===== src/rtl/acts_pkg.sv =====
// ----------------------------------------------------------------------------
// acts_pkg
// Shared types, tables and helpers for the AES-CBC ciphertext stealing block
// ----------------------------------------------------------------------------
`default_nettype none

package acts_pkg;

	localparam int BLOCK_BYTES = 16;
	localparam logic [3:0] NR_128 = 4'd10;
	localparam logic [3:0] NR_256 = 4'd14;

	typedef logic [7:0] byte_table_t [256];

	localparam byte_table_t SBOX = '{
		8'h63,8'h7c,8'h77,8'h7b,8'hf2,8'h6b,8'h6f,8'hc5,8'h30,8'h01,8'h67,8'h2b,8'hfe,8'hd7,8'hab,8'h76,
		8'hca,8'h82,8'hc9,8'h7d,8'hfa,8'h59,8'h47,8'hf0,8'had,8'hd4,8'ha2,8'haf,8'h9c,8'ha4,8'h72,8'hc0,
		8'hb7,8'hfd,8'h93,8'h26,8'h36,8'h3f,8'hf7,8'hcc,8'h34,8'ha5,8'he5,8'hf1,8'h71,8'hd8,8'h31,8'h15,
		8'h04,8'hc7,8'h23,8'hc3,8'h18,8'h96,8'h05,8'h9a,8'h07,8'h12,8'h80,8'he2,8'heb,8'h27,8'hb2,8'h75,
		8'h09,8'h83,8'h2c,8'h1a,8'h1b,8'h6e,8'h5a,8'ha0,8'h52,8'h3b,8'hd6,8'hb3,8'h29,8'he3,8'h2f,8'h84,
		8'h53,8'hd1,8'h00,8'hed,8'h20,8'hfc,8'hb1,8'h5b,8'h6a,8'hcb,8'hbe,8'h39,8'h4a,8'h4c,8'h58,8'hcf,
		8'hd0,8'hef,8'haa,8'hfb,8'h43,8'h4d,8'h33,8'h85,8'h45,8'hf9,8'h02,8'h7f,8'h50,8'h3c,8'h9f,8'ha8,
		8'h51,8'ha3,8'h40,8'h8f,8'h92,8'h9d,8'h38,8'hf5,8'hbc,8'hb6,8'hda,8'h21,8'h10,8'hff,8'hf3,8'hd2,
		8'hcd,8'h0c,8'h13,8'hec,8'h5f,8'h97,8'h44,8'h17,8'hc4,8'ha7,8'h7e,8'h3d,8'h64,8'h5d,8'h19,8'h73,
		8'h60,8'h81,8'h4f,8'hdc,8'h22,8'h2a,8'h90,8'h88,8'h46,8'hee,8'hb8,8'h14,8'hde,8'h5e,8'h0b,8'hdb,
		8'he0,8'h32,8'h3a,8'h0a,8'h49,8'h06,8'h24,8'h5c,8'hc2,8'hd3,8'hac,8'h62,8'h91,8'h95,8'he4,8'h79,
		8'he7,8'hc8,8'h37,8'h6d,8'h8d,8'hd5,8'h4e,8'ha9,8'h6c,8'h56,8'hf4,8'hea,8'h65,8'h7a,8'hae,8'h08,
		8'hba,8'h78,8'h25,8'h2e,8'h1c,8'ha6,8'hb4,8'hc6,8'he8,8'hdd,8'h74,8'h1f,8'h4b,8'hbd,8'h8b,8'h8a,
		8'h70,8'h3e,8'hb5,8'h66,8'h48,8'h03,8'hf6,8'h0e,8'h61,8'h35,8'h57,8'hb9,8'h86,8'hc1,8'h1d,8'h9e,
		8'he1,8'hf8,8'h98,8'h11,8'h69,8'hd9,8'h8e,8'h94,8'h9b,8'h1e,8'h87,8'he9,8'hce,8'h55,8'h28,8'hdf,
		8'h8c,8'ha1,8'h89,8'h0d,8'hbf,8'he6,8'h42,8'h68,8'h41,8'h99,8'h2d,8'h0f,8'hb0,8'h54,8'hbb,8'h16
	};

	// inverse table built at elaboration from the forward one
	function automatic byte_table_t build_inv();
		byte_table_t t;
		for (int i = 0; i < 256; i++) begin
			t[SBOX[i]] = 8'(i);
		end
		return t;
	endfunction

	localparam byte_table_t INV_SBOX = build_inv();

	function automatic logic [7:0] xtime(input logic [7:0] a);
		return {a[6:0], 1'b0} ^ (a[7] ? 8'h1b : 8'h00);
	endfunction

	typedef enum logic [2:0] {
		CFG_KEY_WORD_0,
		CFG_KEY_WORD_1,
		CFG_KEY_WORD_2,
		CFG_KEY_WORD_3,
		CFG_KEY_SIZE,
		CFG_DIRECTION,
		CFG_IV_HIGH,
		CFG_IV_LOW
	} cfg_idx_t;

	typedef enum logic [2:0] {
		SRC_BLK,
		SRC_HELD,
		SRC_HELD_CHAIN,
		SRC_X_BLK,
		SRC_STEAL
	} src_t;

	typedef enum logic [1:0] {
		OUT_SINGLE,
		OUT_MID,
		OUT_Y,
		OUT_FINAL
	} out_kind_t;

	typedef struct packed {
		logic      cap;
		logic      store_first;
		logic      ks_start;
		logic      aes_load;
		src_t      src;
		logic      save_x;
		logic      out_wr;
		out_kind_t out_kind;
	} cmd_t;

	typedef struct packed {
		logic last;
		logic have_held;
		logic dec;
		logic ks_busy;
		logic aes_busy;
		logic out_free;
	} sts_t;

endpackage

`default_nettype wire


===== src/rtl/acts_ctrl.sv =====
// ----------------------------------------------------------------------------
// acts_ctrl
// Sequencer: capture, key schedule, one or two AES passes, result transfers
// ----------------------------------------------------------------------------
`default_nettype none

module acts_ctrl (
	input  wire logic           clk,
	input  wire logic           arst_n,
	input  wire logic           in_valid,
	output logic                in_ready,
	input  wire acts_pkg::sts_t sts,
	output acts_pkg::cmd_t      cmd
);

	typedef enum logic [3:0] {
		ST_IDLE,
		ST_DECIDE,
		ST_EXPAND,
		ST_AES1,
		ST_FIN1,
		ST_AES2,
		ST_FIN2,
		ST_FIN3
	} state_t;

	state_t state_q, state_d;

	assign in_ready = (state_q == ST_IDLE);

	always_comb begin
		state_d      = state_q;
		cmd          = '0;
		cmd.src      = acts_pkg::SRC_BLK;
		cmd.out_kind = acts_pkg::OUT_SINGLE;
		unique case (state_q)
			ST_IDLE: begin
				if (in_valid) begin
					cmd.cap = 1'b1;
					state_d = ST_DECIDE;
				end
			end
			ST_DECIDE: begin
				if (!sts.last && !sts.have_held) begin
					cmd.store_first = 1'b1;
					state_d         = ST_IDLE;
				end else begin
					cmd.ks_start = 1'b1;
					state_d      = ST_EXPAND;
				end
			end
			ST_EXPAND: begin
				if (!sts.ks_busy) begin
					cmd.aes_load = 1'b1;
					if (!sts.have_held) begin
						cmd.src = acts_pkg::SRC_BLK;
					end else if (sts.dec) begin
						cmd.src = acts_pkg::SRC_HELD;
					end else begin
						cmd.src = acts_pkg::SRC_HELD_CHAIN;
					end
					state_d = ST_AES1;
				end
			end
			ST_AES1: begin
				if (!sts.aes_busy) begin
					state_d = ST_FIN1;
				end
			end
			ST_FIN1: begin
				// stealing pair: second pass before any transfer
				if (sts.last && sts.have_held) begin
					cmd.save_x   = 1'b1;
					cmd.aes_load = 1'b1;
					cmd.src      = sts.dec ? acts_pkg::SRC_STEAL : acts_pkg::SRC_X_BLK;
					state_d      = ST_AES2;
				end else if (sts.out_free) begin
					cmd.out_wr   = 1'b1;
					cmd.out_kind = sts.have_held ? acts_pkg::OUT_MID : acts_pkg::OUT_SINGLE;
					state_d      = ST_IDLE;
				end
			end
			ST_AES2: begin
				if (!sts.aes_busy) begin
					state_d = ST_FIN2;
				end
			end
			ST_FIN2: begin
				if (sts.out_free) begin
					cmd.out_wr   = 1'b1;
					cmd.out_kind = acts_pkg::OUT_Y;
					state_d      = ST_FIN3;
				end
			end
			ST_FIN3: begin
				if (sts.out_free) begin
					cmd.out_wr   = 1'b1;
					cmd.out_kind = acts_pkg::OUT_FINAL;
					state_d      = ST_IDLE;
				end
			end
			default: begin
				state_d = ST_IDLE;
			end
		endcase
	end

	always_ff @(posedge clk or negedge arst_n) begin
		if (!arst_n) begin
			state_q <= ST_IDLE;
		end else begin
			state_q <= state_d;
		end
	end

endmodule

`default_nettype wire


===== config.mk =====
export PLATFORM = sky130hd
export DESIGN_NAME = acts_ctrl
export DESIGN_NICKNAME = d
export VERILOG_FILES = /design/src/rtl/acts_pkg.sv /design/src/rtl/acts_ctrl.sv
export SDC_FILE = /design/constraint.sdc
export NUM_CORES = 1
export LEC_CHECK = 0
export ABC_CLOCK_PERIOD_IN_PS = 1900
export BUFFER_PORTS_ARGS = -buffer_cell sky130_fd_sc_hd__buf_2
export CAP_MARGIN = 40
export CORE_AREA = 2 2 39 41
export DETAILED_ROUTE_END_ITERATION = 10
export DIE_AREA = 0 0 41 43
export GPL_TIMING_DRIVEN = 0
export PLACE_DENSITY_LB_ADDON = 0.12
export SETUP_SLACK_MARGIN = 0.05
export SKIP_LAST_GASP = 1
export SYNTH_ARGS = -nofsm -noshare
export SYNTH_HDL_FRONTEND = slang
export SYNTH_SLANG_ARGS = --single-unit

===== constraint.sdc =====
create_clock -name clk -period 1.9 [get_ports clk]
set_input_delay 0.19 -clock clk [delete_from_list [all_inputs] [get_ports clk]]
set_output_delay 0.19 -clock clk [all_outputs]
set_load 0.01 [all_outputs]

==> impl_metrics.env <==
export IMPL_status="complete, no violations"
export IMPL_start_util_pct=33.9
export IMPL_drv_cap=0
export IMPL_core_area_um2=1380
export IMPL_synth_main_ff_cell="dfrtp_1"
export IMPL_worstSetupPathType="flip-flop to primary output"
export IMPL_finalCritPeriodShare_pct=91.5
export IMPL_cts_tree="done"
export IMPL_cp_data_arrival_time_ns=1.55
export IMPL_largest_register_ffs=4
export IMPL_hp_class="primary input to async pin"
export IMPL_setup_viol_count_final=0
export IMPL_power_density_nw_per_um2=412
export IMPL_overflow=0
export IMPL_io_buffer_count=20
export IMPL_required_ns=1.71
export IMPL_r2r_setup_slack_ns=0.51
export IMPL_drive_gt1_share_pct=40.2
export IMPL_area_growth_pct=34.9
export IMPL_synth_net_count=72
export IMPL_via_per_inst=4.94
export IMPL_cp_slowest_stage_delay_ns=0.37
export IMPL_syn_avg_cell_area_um2=7.45
export IMPL_drt_wl_total_um=1190
export IMPL_rsz0062_at_grt="no"
export IMPL_dr_pass1_iters=4
export IMPL_gp_congestion=0.771
export IMPL_clockRootBuffer="clkbuf_4"
export IMPL_final_cell_mix="buf_2, nand2_1, nor2_1, a21oi_1, nor3_1"
export IMPL_synth_edf_count=0
export IMPL_maxSlewViolCount=0
export IMPL_crit_path_end="cmd[5]"
export IMPL_power_leakage_nw=0.311
export IMPL_drt_initial_drc_count=9
export IMPL_rr_worst_depth=4
export IMPL_period_needed_ns=1.74
export IMPL_critPathLaunch="state_q[2]"
export IMPL_max_freq_mhz=575
export IMPL_ys_seq_area_share_pct=21.3
export IMPL_synth_distinct_cells=33
export IMPL_layout_commonest_cell="buf_2"
export IMPL_ant_nets=0
export IMPL_ios=21
export IMPL_insertion_delay_ns=0.23
export IMPL_cts_made_buffers=3
export IMPL_clock_sinks=4
export IMPL_grt_pass1_vias=417
export IMPL_r2r_end="state_q[1]"
export IMPL_finalPower_mw=0.261
export IMPL_grt_first_pass_wirelength_um=1810
export IMPL_path_buf_inv=2
export IMPL_path_delay_family="simple AND/OR/NAND/NOR gates"
export IMPL_path_cells="clkbuf_4 -> nor4_2 -> nand2_1 -> a21oi_1 -> buf_2"
export IMPL_drc=0
export IMPL_die_area_um2=1760
export IMPL_syn_area_um2=469
export IMPL_clock_skew_ns=0.00648
export IMPL_r2r_start="state_q[2]"
export IMPL_critPathLaunchType="flip-flop"
export IMPL_synth_ff_latch_count=4
export IMPL_cts_max_level=1
export IMPL_grt_max_degree=11
export IMPL_async_flop_share_pct=100
export IMPL_antenna_found_initial=0
export IMPL_antenna_cells=0
export IMPL_nets=98
export IMPL_die_h_um=43
export IMPL_largestRegisters="state_q: 4 flops"
export IMPL_synthCells=63
export IMPL_path_depth=5
export IMPL_post_drt_wl_per_cell_um=11.6
export IMPL_crit_path_end_kind="primary output"
export IMPL_yosys_warnings=0
export IMPL_grt_usage_pct=15.1
export IMPL_hold_viol=0
export IMPL_clkTransAtPathRegs_ns=0.04
export IMPL_crit_slowest_cell="dfrtp_1"
export IMPL_ir_drop_uv=397
export IMPL_setup_tns_ns=0
export IMPL_regMostFlops="state_q"
export IMPL_die_w_um=41
export IMPL_dp_hpwl_um=892
export IMPL_clk_path_buf_depth=2
export IMPL_critPathMaxFanout=10
export IMPL_rows=14
export IMPL_via_count=509
-- power breakdown --
group          switching, mW  internal, mW  leakage (nW)
sequential           0.00305        0.0886        0.0529
clock                 0.0329        0.0705        0.0138
combinational         0.0356        0.0302         0.244
-- timing repair --
| action | 4_1_cts | 5_1_grt |
|---|---|---|
| endpoints found under the setup margin | 0 | 3 |
| resized for setup | 0 | 3 |
| hold buffers | 1 | 0 |
| buffers inserted | 0 | 0 |
| endpoints found under the hold margin | 4 | 0 |
-- synthesized netlist by cell type, types with 2 or more instances --
| cell type | count | area share (%) |
|---|---|---|
| nand2_1 | 6 | 4.8 |
| buf_6 | 2 | 4.8 |
| nor3_1 | 5 | 5.3 |
| nor2_1 | 7 | 5.6 |
| dfrtp_1 | 4 | 21 |
| inv_1 | 2 | 1.6 |
| nand2b_1 | 4 | 5.3 |
| and2_1 | 2 | 2.7 |
| buf_2 | 2 | 2.1 |
| nor4_1 | 2 | 2.7 |
| a21oi_1 | 5 | 5.3 |
-- cell families after synthesis --
kind of cell	after synthesis	share of synthesized area, %
other	1	0.799
buffers and inverters	7	9.33
AOI/OAI and AO/OA	14	20.8
xor gates and xnor gates	2	3.73
muxes	1	2.13
DFF	4	21.3
and+or+nand+nor	34	41.9
-- through the flow --
step | setup WS, ns | utilization [%] | instances | area, µm² | hold WS (ns)
floorplan | 0.427 | - | 63 | 469 | -0.106
global placement | 0.332 | 42.6 | 99 | 589 | -0.00334
detailed placement | 0.324 | 42.6 | 99 | 589 | -0.00247
CTS | 0.0728 | 44.9 | 103 | 622 | 0.284
global route | 0.0669 | 45.8 | 103 | 633 | 0.288
finish | 0.161 | 45.8 | 103 | 633 | 0.285
-- layout make-up --
cell class | instances | area [µm²]
flip-flops and latches | 4 | 100
clock buffers | 3 | 22.5
fillers | 164 | 751
plain buffers | 4 | 35.0
multi-input cells | 52 | 334
inverters | 3 | 11.3
well taps | 16 | 20.0
repair buffers | 21 | 110
-- worst min path at each step --
stage	startpoint	endpoint	slack (ns)	cells past startpoint
6_report	arst_n	state_q[2]	0.28	2
2_1_floorplan	arst_n	state_q[0]	-0.11	0
3_5_place_dp	arst_n	state_q[1]	-0.002	1
5_1_grt	arst_n	state_q[2]	0.29	2
3_3_place_gp	arst_n	state_q[1]	-0.003	1
4_1_cts	arst_n	state_q[2]	0.28	2
-- per-layer routing --
| layer | track usage, % | share of wire [%] |
|---|---|---|
| met5 | 0 | 0 |
| met4 | 8.00 | 0 |
| met3 | 3.14 | 4.6 |
| met2 | 21.3 | 48 |
| met1 | 20.8 | 47 |
Note: power is estimated with default switching activity, not from simulation.
